File: config.mk
export PLATFORM = sky130hd
export DESIGN_NAME = gradient_ramp_rgb565
export DESIGN_NICKNAME = d
export VERILOG_FILES = /design/src/hw/rtl/grr_pkg.sv /design/src/hw/rtl/grr_cfg_regs.sv /design/src/hw/rtl/grr_seg_sel.sv /design/src/hw/rtl/grr_div_stage.sv /design/src/hw/rtl/grr_blend.sv /design/src/hw/rtl/gradient_ramp_rgb565.sv
export SDC_FILE = /design/constraint.sdc
export NUM_CORES = 1
export LEC_CHECK = 0
export BUFFER_PORTS_ARGS = -buffer_cell sky130_fd_sc_hd__buf_2
export CAP_MARGIN = 20
export CORE_MARGIN = 2
export CORE_UTILIZATION = 54
export CTS_CLUSTER_SIZE = 8
export DETAILED_ROUTE_END_ITERATION = 10
export PLACE_DENSITY_LB_ADDON = 0.25
export SKIP_CTS_REPAIR_TIMING = 1
export SKIP_LAST_GASP = 1
export SYNTH_ARGS = -nofsm -noshare
export SYNTH_HDL_FRONTEND = slang
export SYNTH_HIERARCHICAL = 1
export SYNTH_SLANG_ARGS = --single-unit
export TNS_END_PERCENT = 100
File: constraint.sdc
create_clock -name clk_i -period 7.5 [get_ports clk_i]
set_input_delay 1.125 -clock clk_i [delete_from_list [all_inputs] [get_ports clk_i]]
set_output_delay 1.125 -clock clk_i [all_outputs]
set_load 0.03 [all_outputs]
File: src/hw/rtl/grr_pkg.sv
// grr_pkg: shared types, register codes and helpers for the gradient ramp.
// Used by every module under hw/rtl; depends on nothing else.
package grr_pkg;

  localparam int NUM_STOP_REGS = 4;
  localparam int CFG_IDX_W     = 3;
  localparam int STOP_W        = 24;
  localparam int POS_W         = 8;
  localparam int COLOR_W       = 16;
  localparam int LEVEL_W       = 8;
  localparam int DIV_STEPS     = 4;

  // register indexes on the configuration port
  localparam logic [CFG_IDX_W-1:0] REG_STOP_COUNT = 3'd0;
  localparam logic [CFG_IDX_W-1:0] REG_STOP_0     = 3'd1;

  localparam logic [STOP_W-1:0] STOP_RESET [NUM_STOP_REGS] = '{
    24'h000947, 24'h193BA2, 24'h3C9CC0, 24'h63F800
  };

  // alpha division in flight: quotient bits are shifted in msb first
  typedef struct packed {
    logic                 full;
    logic [POS_W-1:0]     rem;
    logic [POS_W-1:0]     num_lo;
    logic [POS_W-1:0]     quot;
    logic [POS_W-1:0]     denom;
    logic [COLOR_W-1:0]   color_a;
    logic [COLOR_W-1:0]   color_b;
  } div_t;

  // exact x / 255 for x up to 63 * 255
  function automatic logic [5:0] div255(input logic [13:0] x);
    logic [14:0] s;
    s = {1'b0, x} + 15'd1 + 15'(x[13:8]);
    return s[13:8];
  endfunction

endpackage

File: src/hw/rtl/grr_cfg_regs.sv
// grr_cfg_regs: stop count and stop registers, written through the config port.
// Depends on grr_pkg.
module grr_cfg_regs #(
  parameter int NUM_STOPS = 4,
  parameter int CNT_W     = $clog2(NUM_STOPS + 1)
) (
  input  logic                                clk_i,
  input  logic                                rst_ni,
  input  logic                                cfg_valid_i,
  output logic                                cfg_ready_o,
  input  logic [grr_pkg::CFG_IDX_W-1:0]       cfg_index_i,
  input  logic [grr_pkg::STOP_W-1:0]          cfg_data_i,
  output logic [CNT_W-1:0]                    count_o,
  output logic [grr_pkg::STOP_W-1:0]          stops_o [NUM_STOPS]
);

  logic [CNT_W-1:0]           count_q;
  logic [CNT_W-1:0]           count_d;
  logic [grr_pkg::STOP_W-1:0] stops_q [NUM_STOPS];
  logic                       we;
  logic [2:0]                 raw;

  assign cfg_ready_o = 1'b1;
  assign we          = cfg_valid_i && cfg_ready_o;
  assign raw         = cfg_data_i[2:0];

  // count is kept already clamped to 1..NUM_STOPS
  always_comb begin
    if (raw == 3'd0) begin
      count_d = CNT_W'(1);
    end else if (raw > 3'(NUM_STOPS)) begin
      count_d = CNT_W'(NUM_STOPS);
    end else begin
      count_d = CNT_W'(raw);
    end
  end

  always_ff @(posedge clk_i or negedge rst_ni) begin
    if (!rst_ni) begin
      count_q <= CNT_W'(NUM_STOPS);
      for (int i = 0; i < NUM_STOPS; i++) begin
        stops_q[i] <= grr_pkg::STOP_RESET[i];
      end
    end else if (we) begin
      if (cfg_index_i == grr_pkg::REG_STOP_COUNT) begin
        count_q <= count_d;
      end
      for (int i = 0; i < NUM_STOPS; i++) begin
        if (cfg_index_i == grr_pkg::CFG_IDX_W'(grr_pkg::REG_STOP_0 + i)) begin
          stops_q[i] <= cfg_data_i;
        end
      end
    end
  end

  assign count_o = count_q;
  assign stops_o = stops_q;

  a_count_range: assert property (@(posedge clk_i) disable iff (!rst_ni)
    (count_q != '0) && (count_q <= CNT_W'(NUM_STOPS)))
    else $error("stop count out of range");

endmodule

File: src/hw/rtl/grr_seg_sel.sv
// grr_seg_sel: first pipeline stage, clamps the level and picks the segment,
// then forms the alpha numerator. Depends on grr_pkg.
module grr_seg_sel #(
  parameter int NUM_STOPS = 4,
  parameter int CNT_W     = $clog2(NUM_STOPS + 1)
) (
  input  logic                              clk_i,
  input  logic                              rst_ni,
  input  logic [CNT_W-1:0]                  count_i,
  input  logic [grr_pkg::STOP_W-1:0]        stops_i [NUM_STOPS],
  input  logic                              in_valid_i,
  output logic                              in_ready_o,
  input  logic [grr_pkg::LEVEL_W-1:0]       level_i,
  output logic                              out_valid_o,
  input  logic                              out_ready_i,
  output grr_pkg::div_t                     out_o
);

  logic                  vld_q;
  grr_pkg::div_t         data_q;
  grr_pkg::div_t         data_d;
  logic                  full;
  logic                  found;
  logic [7:0]            lo;
  logic [7:0]            hi;
  logic [7:0]            diff;
  logic [7:0]            denom;
  logic [15:0]           ca;
  logic [15:0]           cb;
  logic [15:0]           num;
  logic [23:0]           last;

  always_comb begin
    full  = 1'b1;
    found = 1'b0;
    lo    = '0;
    hi    = '0;
    diff  = '0;
    denom = '0;
    ca    = stops_i[0][15:0];
    cb    = stops_i[0][15:0];
    last  = stops_i[0];
    for (int i = 0; i < NUM_STOPS; i++) begin
      if (CNT_W'(i + 1) == count_i) begin
        last = stops_i[i];
      end
    end
    // walk down so the lowest matching segment wins
    for (int i = NUM_STOPS - 2; i >= 0; i--) begin
      if ((CNT_W'(i + 2) <= count_i) && (level_i <= stops_i[i+1][23:16])) begin
        found = 1'b1;
        lo    = stops_i[i][23:16];
        hi    = stops_i[i+1][23:16];
        ca    = stops_i[i][15:0];
        cb    = stops_i[i+1][15:0];
      end
    end
    if (level_i <= stops_i[0][23:16]) begin
      cb = stops_i[0][15:0];
    end else if (level_i >= last[23:16]) begin
      cb = last[15:0];
    end else if (!found) begin
      cb = last[15:0];
    end else if (hi > lo) begin
      full  = 1'b0;
      denom = hi - lo;
      diff  = (level_i > lo) ? (level_i - lo) : 8'd0;
    end
    // diff * 255
    num = {diff, 8'h00} - {8'h00, diff};

    data_d.full    = full;
    data_d.rem     = num[15:8];
    data_d.num_lo  = num[7:0];
    data_d.quot    = '0;
    data_d.denom   = denom;
    data_d.color_a = ca;
    data_d.color_b = cb;
  end

  assign in_ready_o = !vld_q || out_ready_i;

  always_ff @(posedge clk_i or negedge rst_ni) begin
    if (!rst_ni) begin
      vld_q <= 1'b0;
    end else if (in_ready_o) begin
      vld_q <= in_valid_i;
    end
  end

  always_ff @(posedge clk_i) begin
    if (in_valid_i && in_ready_o) begin
      data_q <= data_d;
    end
  end

  assign out_valid_o = vld_q;
  assign out_o       = data_q;

  a_div_start: assert property (@(posedge clk_i) disable iff (!rst_ni)
    (vld_q && !data_q.full) |-> (data_q.denom != '0) && (data_q.rem < data_q.denom))
    else $error("alpha division starts out of range");

endmodule

File: src/hw/rtl/grr_div_stage.sv
// grr_div_stage: one pipeline stage of the restoring alpha divider,
// DIV_STEPS quotient bits per stage. Depends on grr_pkg.
module grr_div_stage (
  input  logic             clk_i,
  input  logic             rst_ni,
  input  logic             in_valid_i,
  output logic             in_ready_o,
  input  grr_pkg::div_t    in_i,
  output logic             out_valid_o,
  input  logic             out_ready_i,
  output grr_pkg::div_t    out_o
);

  logic             vld_q;
  grr_pkg::div_t    data_q;
  grr_pkg::div_t    data_d;
  logic [8:0]       t;
  logic             qbit;

  always_comb begin
    data_d = in_i;
    t      = '0;
    qbit   = 1'b0;
    for (int k = 0; k < grr_pkg::DIV_STEPS; k++) begin
      t = {data_d.rem, data_d.num_lo[7]};
      if (t >= {1'b0, data_d.denom}) begin
        data_d.rem = 8'(t - {1'b0, data_d.denom});
        qbit       = 1'b1;
      end else begin
        data_d.rem = t[7:0];
        qbit       = 1'b0;
      end
      data_d.num_lo = {data_d.num_lo[6:0], 1'b0};
      data_d.quot   = {data_d.quot[6:0], qbit};
    end
  end

  assign in_ready_o = !vld_q || out_ready_i;

  always_ff @(posedge clk_i or negedge rst_ni) begin
    if (!rst_ni) begin
      vld_q <= 1'b0;
    end else if (in_ready_o) begin
      vld_q <= in_valid_i;
    end
  end

  always_ff @(posedge clk_i) begin
    if (in_valid_i && in_ready_o) begin
      data_q <= data_d;
    end
  end

  assign out_valid_o = vld_q;
  assign out_o       = data_q;

  a_rem_bound: assert property (@(posedge clk_i) disable iff (!rst_ni)
    (vld_q && !data_q.full) |-> (data_q.rem < data_q.denom))
    else $error("divider remainder not below divisor");

endmodule

File: src/hw/rtl/grr_blend.sv
// grr_blend: two pipeline stages that mix the 5/6/5 channels by alpha and
// divide by 255; the second stage is the output register. Depends on grr_pkg.
module grr_blend (
  input  logic                          clk_i,
  input  logic                          rst_ni,
  input  logic                          in_valid_i,
  output logic                          in_ready_o,
  input  grr_pkg::div_t                 in_i,
  output logic                          out_valid_o,
  input  logic                          out_ready_i,
  output logic [grr_pkg::COLOR_W-1:0]   color_o
);

  typedef struct packed {
    logic [13:0] r;
    logic [13:0] g;
    logic [13:0] b;
  } mix_t;

  logic          vld_a_q;
  logic          vld_b_q;
  logic          rdy_b;
  mix_t          mix_q;
  mix_t          mix_d;
  logic [15:0]   color_q;
  logic [15:0]   color_d;
  logic [7:0]    alpha;
  logic [7:0]    inv;

  // a clamped item takes color_b whole
  assign alpha = in_i.full ? 8'hFF : in_i.quot;
  assign inv   = 8'hFF - alpha;

  always_comb begin
    mix_d.r = 14'(in_i.color_a[15:11]) * 14'(inv) + 14'(in_i.color_b[15:11]) * 14'(alpha);
    mix_d.g = 14'(in_i.color_a[10:5]) * 14'(inv) + 14'(in_i.color_b[10:5]) * 14'(alpha);
    mix_d.b = 14'(in_i.color_a[4:0]) * 14'(inv) + 14'(in_i.color_b[4:0]) * 14'(alpha);
  end

  always_comb begin
    logic [5:0] r6;
    logic [5:0] g6;
    logic [5:0] b6;
    r6 = grr_pkg::div255(mix_q.r);
    g6 = grr_pkg::div255(mix_q.g);
    b6 = grr_pkg::div255(mix_q.b);
    color_d = {r6[4:0], g6, b6[4:0]};
  end

  assign rdy_b      = !vld_b_q || out_ready_i;
  assign in_ready_o = !vld_a_q || rdy_b;

  always_ff @(posedge clk_i or negedge rst_ni) begin
    if (!rst_ni) begin
      vld_a_q <= 1'b0;
      vld_b_q <= 1'b0;
    end else begin
      if (in_ready_o) begin
        vld_a_q <= in_valid_i;
      end
      if (rdy_b) begin
        vld_b_q <= vld_a_q;
      end
    end
  end

  always_ff @(posedge clk_i) begin
    if (in_valid_i && in_ready_o) begin
      mix_q <= mix_d;
    end
    if (vld_a_q && rdy_b) begin
      color_q <= color_d;
    end
  end

  assign out_valid_o = vld_b_q;
  assign color_o     = color_q;

  a_mix_bound: assert property (@(posedge clk_i) disable iff (!rst_ni)
    vld_a_q |-> (mix_q.r <= 14'd7905) && (mix_q.g <= 14'd16065) && (mix_q.b <= 14'd7905))
    else $error("channel mix exceeds full scale");

endmodule

File: src/hw/rtl/gradient_ramp_rgb565.sv
// gradient_ramp_rgb565: level to RGB565 through a piecewise-linear gradient.
// Instantiates grr_cfg_regs, grr_seg_sel, grr_div_stage, grr_blend; uses grr_pkg.
//
//   channel   handshake                  payload
//   input     in_valid_i / in_ready_o    level_i [7:0]
//   output    out_valid_o / out_ready_i  color_o [15:0]
//   config    cfg_valid_i / cfg_ready_o  cfg_index_i [2:0], cfg_data_i [23:0]
//
// one item per cycle sustained while the output is not stalled; the stages in order: segment
// select, two divider stages of 4 quotient bits each, channel mix, divide by 255 into the
// output register. every stage has its own valid bit and a stage moves when
// the one after it is empty or moving, so a stalled output backs up without
// loss. reset loads the documented stop values; config is always ready.
module gradient_ramp_rgb565 #(
  parameter int MAX_STOPS = 4
) (
  input  logic                                clk_i,
  input  logic                                rst_ni,
  input  logic                                cfg_valid_i,
  output logic                                cfg_ready_o,
  input  logic [grr_pkg::CFG_IDX_W-1:0]       cfg_index_i,
  input  logic [grr_pkg::STOP_W-1:0]          cfg_data_i,
  input  logic                                in_valid_i,
  output logic                                in_ready_o,
  input  logic [grr_pkg::LEVEL_W-1:0]         level_i,
  output logic                                out_valid_o,
  input  logic                                out_ready_i,
  output logic [grr_pkg::COLOR_W-1:0]         color_o
);

  localparam int NumStops = (MAX_STOPS < grr_pkg::NUM_STOP_REGS) ?
                            MAX_STOPS : grr_pkg::NUM_STOP_REGS;
  localparam int CntW     = $clog2(NumStops + 1);

  logic [CntW-1:0]            count;
  logic [grr_pkg::STOP_W-1:0] stops [NumStops];
  logic                       s1_valid;
  logic                       s1_ready;
  grr_pkg::div_t              s1_data;
  logic                       s2_valid;
  logic                       s2_ready;
  grr_pkg::div_t              s2_data;
  logic                       s3_valid;
  logic                       s3_ready;
  grr_pkg::div_t              s3_data;

  grr_cfg_regs #(
    .NUM_STOPS (NumStops),
    .CNT_W     (CntW)
  ) u_cfg (
    .clk_i       (clk_i),
    .rst_ni      (rst_ni),
    .cfg_valid_i (cfg_valid_i),
    .cfg_ready_o (cfg_ready_o),
    .cfg_index_i (cfg_index_i),
    .cfg_data_i  (cfg_data_i),
    .count_o     (count),
    .stops_o     (stops)
  );

  grr_seg_sel #(
    .NUM_STOPS (NumStops),
    .CNT_W     (CntW)
  ) u_sel (
    .clk_i       (clk_i),
    .rst_ni      (rst_ni),
    .count_i     (count),
    .stops_i     (stops),
    .in_valid_i  (in_valid_i),
    .in_ready_o  (in_ready_o),
    .level_i     (level_i),
    .out_valid_o (s1_valid),
    .out_ready_i (s1_ready),
    .out_o       (s1_data)
  );

  grr_div_stage u_div_hi (
    .clk_i       (clk_i),
    .rst_ni      (rst_ni),
    .in_valid_i  (s1_valid),
    .in_ready_o  (s1_ready),
    .in_i        (s1_data),
    .out_valid_o (s2_valid),
    .out_ready_i (s2_ready),
    .out_o       (s2_data)
  );

  grr_div_stage u_div_lo (
    .clk_i       (clk_i),
    .rst_ni      (rst_ni),
    .in_valid_i  (s2_valid),
    .in_ready_o  (s2_ready),
    .in_i        (s2_data),
    .out_valid_o (s3_valid),
    .out_ready_i (s3_ready),
    .out_o       (s3_data)
  );

  grr_blend u_blend (
    .clk_i       (clk_i),
    .rst_ni      (rst_ni),
    .in_valid_i  (s3_valid),
    .in_ready_o  (s3_ready),
    .in_i        (s3_data),
    .out_valid_o (out_valid_o),
    .out_ready_i (out_ready_i),
    .color_o     (color_o)
  );

  // a moving output frees the whole chain
  a_no_idle_stall: assert property (@(posedge clk_i) disable iff (!rst_ni)
    (!out_valid_o || out_ready_i) |-> in_ready_o)
    else $error("input stalled while output is free");

endmodule

# [After elaboration in Yosys (flattened, before gate mapping)]
# Cells that the tools add are included.
[classes] n_eq_ne=7 n_addsub=20 n_mul=6 reduce_logical=27 n_mux=45 bitwise_logic=2 n_lt_le_gt_ge=19
[op_table] operator="$mux W8" count=19
[op_table] operator="$mux W16" count=9
[op_table] operator="$ge A9 B8 Y1" count=8
[op_table] operator="$mux W24" count=3
[op_table] operator="$sub A8 B8 Y8" count=9
[op_table] operator="$mul A5 B8 Y13" count=4
[op_table] operator="$le A8 B8 Y1" count=4
[op_table] operator="$add A13 B13 Y14" count=2
[op_table] operator="$mul A6 B8 Y14" count=2
[op_table] operator="$add A13 B1 Y13 const B" count=2
[op_table] operator="$add A13 B6 Y13" count=2
[op_table] operator="$gt A8 B8 Y1" count=2
[op_table] operator="$sub A16 B8 Y16" count=1
[op_table] operator="$add A14 B1 Y14 const B" count=1
[op_table] operator="$add A14 B14 Y14" count=1
[op_table] operator="$add A14 B6 Y14" count=1
[op_table] operator="$mux W1" count=12
[op_table] operator="$reduce_and A2 Y1" count=5
[op_table] operator="$ge A8 B8 Y1" count=1
[op_table] operator="$logic_and A1 B1 Y1" count=8
[op_table] operator="$sub A8 B8 Y8 const A" count=1
[op_table] operator="$eq A2 B3 Y1 const A" count=2
[op_table] operator="$eq A3 B2 Y1 const B" count=2
[op_table] operator="$le A2 B3 Y1 const A" count=2
[op_table] operator="other kinds (12)" count=23
[word_totals] output_inout_bits=19 elab_cells=157 reg_bits=317 in_bits=40

# [Longest topological paths before layout]
[logic_depth] word_depth=12 ltp_mapped=39 ltp_nobuf=37

# [Modules after synthesis]
# The synthesis kept the hierarchy.
[by_module_without_submodules] mod="grr_blend" seq_area_each_um2=1791.7 cells_per_inst=1088 n_inst=1 area_each_um2=10601.4
[by_module_without_submodules] mod="grr_div_stage" seq_area_each_um2=1856.8 cells_per_inst=347 n_inst=2 area_each_um2=3873.7
[by_module_without_submodules] mod="grr_seg_sel" seq_area_each_um2=1736.7 cells_per_inst=765 n_inst=1 area_each_um2=6346.1
[by_module_without_submodules] mod="grr_cfg_regs" seq_area_each_um2=2523.7 cells_per_inst=221 n_inst=1 area_each_um2=3817.4

# [Worst setup path before layout]
# OpenSTA, ideal clock, no wires.
[synth_timing] path_type="register -> register" startpoint="register u_sel.data_q, in the netlist u_sel/out_o[33]" endpoint="register u_div_hi.data_q, in the netlist u_div_hi/out_o[59], data pin" t_arrival_ns=7.177 setup_slack_ns=0.050 path_stages_with_launch=39 setup_time_ns=0.273 n_path_buf=2 cell_sequence="edfxtp_1 inv_1 ha_1 nand2b_1 a21oi_1 o21a_2 nor2_2 inv_1 mux2_2 ha_1 and4_1 o21ai_0 a21oi_1 o21ai_0 o2111a_2 inv_4 and3_1 or2_2 [3 not listed] a31oi_1 nor2_1 and3_1 mux2_2 inv_2 buf_2 nor2_1 a21oi_1 ha_1 nor2b_1 o21ai_1 a21oi_1 o211ai_1 a31oi_1 nor3_1 and2_1 buf_4 o311ai_1"
[synth_lines] element="from (decl)" line="grr_seg_sel.sv:20" rtl="grr_pkg::div_t data_q;"
[synth_lines] element="from (signal assigned)" line="grr_seg_sel.sv:93" rtl="data_q <= data_d;"
[synth_lines] element="to (signal assigned)" line="grr_div_stage.sv:50" rtl="data_q <= data_d;"
[synth_lines] element="to (decl)" line="grr_div_stage.sv:15" rtl="grr_pkg::div_t data_q;"

==> impl_metrics.toml <==
[outcome]
status = "complete, no violations"

[route]
vias = 20700
drc = 0
postRouteAntennaNets = 0
firstDrtPassIters = 7
wl_per_cell_um = 19.3
wirelength_mm = 67.4
drt-vias-per-instance = 5.91
drtIter0Drc = 1646

[placement]
io_buffers = 57
gp_congestion = 0.970
dp_cells = 3404
hpwlAfterDp_mm = 50.1

[job]
maxCapViolCount = 0

[sta]
hold_viol = 0
rsz0062_at_grt = "true"
period_needed_ns = 7.21
finalSetupViolations = 0
slew_headroom_pct = 18.7
tightest_slew_ns = 1.22
fin_skew_ns = 0.0375
layout_worst_path_cycle_share_pct = 96.1
slew_viol_final = 0
clock.fmax_mhz = 139

[synthesis]
netlist_area_um2 = 27400
ys_warn_count = 6
postSynthAreaPerCell_um2 = 10.2
synthCells = 2684

[clock_tree]
cts_buffers = 46
h-tree-depth = 2
clk_latency_ns = 0.60
cts_tree = "done"
clkSlewWorstSetupHoldPaths_ns = 0.05
clockBufferDepth = 3
cts_root_buffer = "clkbuf_16"
clock-sinks = 317

[floorplanning]
boundaryPins = 59
coreArea_um2 = 50100
dieHeight_um = 229
rows = 82
dieArea_um2 = 52500
die_w_um = 229
start_util_pct = 54.7

[critical_path]
cp.depth = 34
cp-end-kind = "flip-flop"
critical_path.top_delay_family = "compound AO/OA/AOI/OAI gates"
reg2reg_setup_slack_ns = 0.29
worst_path_max_delay_cell = "or3b_1"
required_ns = 7.81
critPathBufInv = 6
r2r_cells = 34
critPathKind = "flip-flop to flip-flop"
path_max_fanout = 9
cp.arrival_ns = 7.52
cp_common_cell = "buf_4"
critPathLaunchType = "flip-flop"
slowest_delay_ns = 0.42

[worst_hold_path]
hp-class = "primary input to asynchronous set/reset pin"

[global_routing]
grt_use_total_pct = 25.7
antenna_found_initial = 2
grt_pass1_wl_mm = 109
grt.overflow.total = 0
grt_pass1_vias = 20600
grt_max_degree = 85

[final_layout]
layout.cells.most_common = "inv_1"
layout_common_cells = "317 x inv_1, 231 x ha_1, 213 x edfxtp_1, 212 x nand2_1, 185 x fa_1"
instances_no_fill = 3499
drive_gt1_share_pct = 16.7
n_fill_cell = 4204
syn_to_final_growth_pct = 11.2
final_nets = 3260
stage by stage:
| stage | hold WS, ns | utilization (%) | setup slack (ns) | instance area [µm²] | setup TNS (ns) |
|---|---|---|---|---|---|
| after floorplan | 0.400 | - | 0.0497 | 27400 | 0 |
| after detailed placement | 0.405 | 57.3 | 0.160 | 28700 | 0 |
| after global placement | 0.400 | 57.3 | 0.344 | 28700 | 0 |
| final | 0.408 | 60.8 | 0.292 | 30400 | 0 |
| after CTS | 0.387 | 60.1 | 0.112 | 30100 | 0 |
| after global routing | 0.416 | 60.8 | -0.0782 | 30400 | -0.310 |
registers in the layout (all words and copies together), names as in the netlist, 3 cells and up:
signal / count
u_cfg/stops_o: 96
u_div_hi/out_o: 57
u_sel/out_o: 57
u_blend/mix_q: 42
u_div_lo/out_o: 41
u_blend/color_o: 16
u_cfg/count_o: 3
cell type report:
type / instances / area (µm²) / area share [%]
inverter: 331 / 1250 / 4.11
antenna: 1 / 2.50 / 0.00822
tap: 672 / 841 / 2.76
clock inverter: 3 / 90.1 / 0.296
multi-input combinational: 1955 / 16900 / 55.7
sequential: 317 / 9040 / 29.7
clock buffer: 78 / 1290 / 4.24
timing repair buffer: 142 / 966 / 3.17
worst register-to-register path, delay by kind of cell, from the launching register on:
kind                     cells  cell delay [ns]
AO/OA/AOI/OAI               12             2.22
buffers and inverters        6             0.92
multiplexers                 1             0.17
flip-flops                   1             0.39
adder cells (fa/ha/maj)      4             1.26
AND/OR/NAND/NOR             11             1.95
layer usage:
layer	global-route usage, %	share of wire (%)	routed length [µm]
met1	36.1	45	30300
met4	7.41	2.3	1570
met2	42.2	47	31700
met5	0	0	0
met3	2.88	5.8	3890
worst paths after layout:
path | end | start
worst max-delay path | u_div_hi/out_o[57]$_DFFE_PP_ | u_sel/out_o[37]$_SDFFCE_PP0P_
worst min-delay path | u_cfg/stops_o[82]$_DFFE_PN0P_ | rst_ni
worst max register to register | u_div_hi/out_o[57]$_DFFE_PP_ | u_sel/out_o[37]$_SDFFCE_PP0P_
worst min register to register | u_div_lo/out_o[31]$_DFFE_PP_ | u_div_hi/out_o[31]$_DFFE_PP_
max in group asynchronous | u_cfg/stops_o[22]$_DFFE_PN1P_ | rst_ni
min in group clk_i | u_div_lo/out_o[31]$_DFFE_PP_ | u_div_hi/out_o[31]$_DFFE_PP_
Power is left out: the tool's default activity adds up to more than one toggle a clock period on the data nets, which glitch-free logic cannot reach.
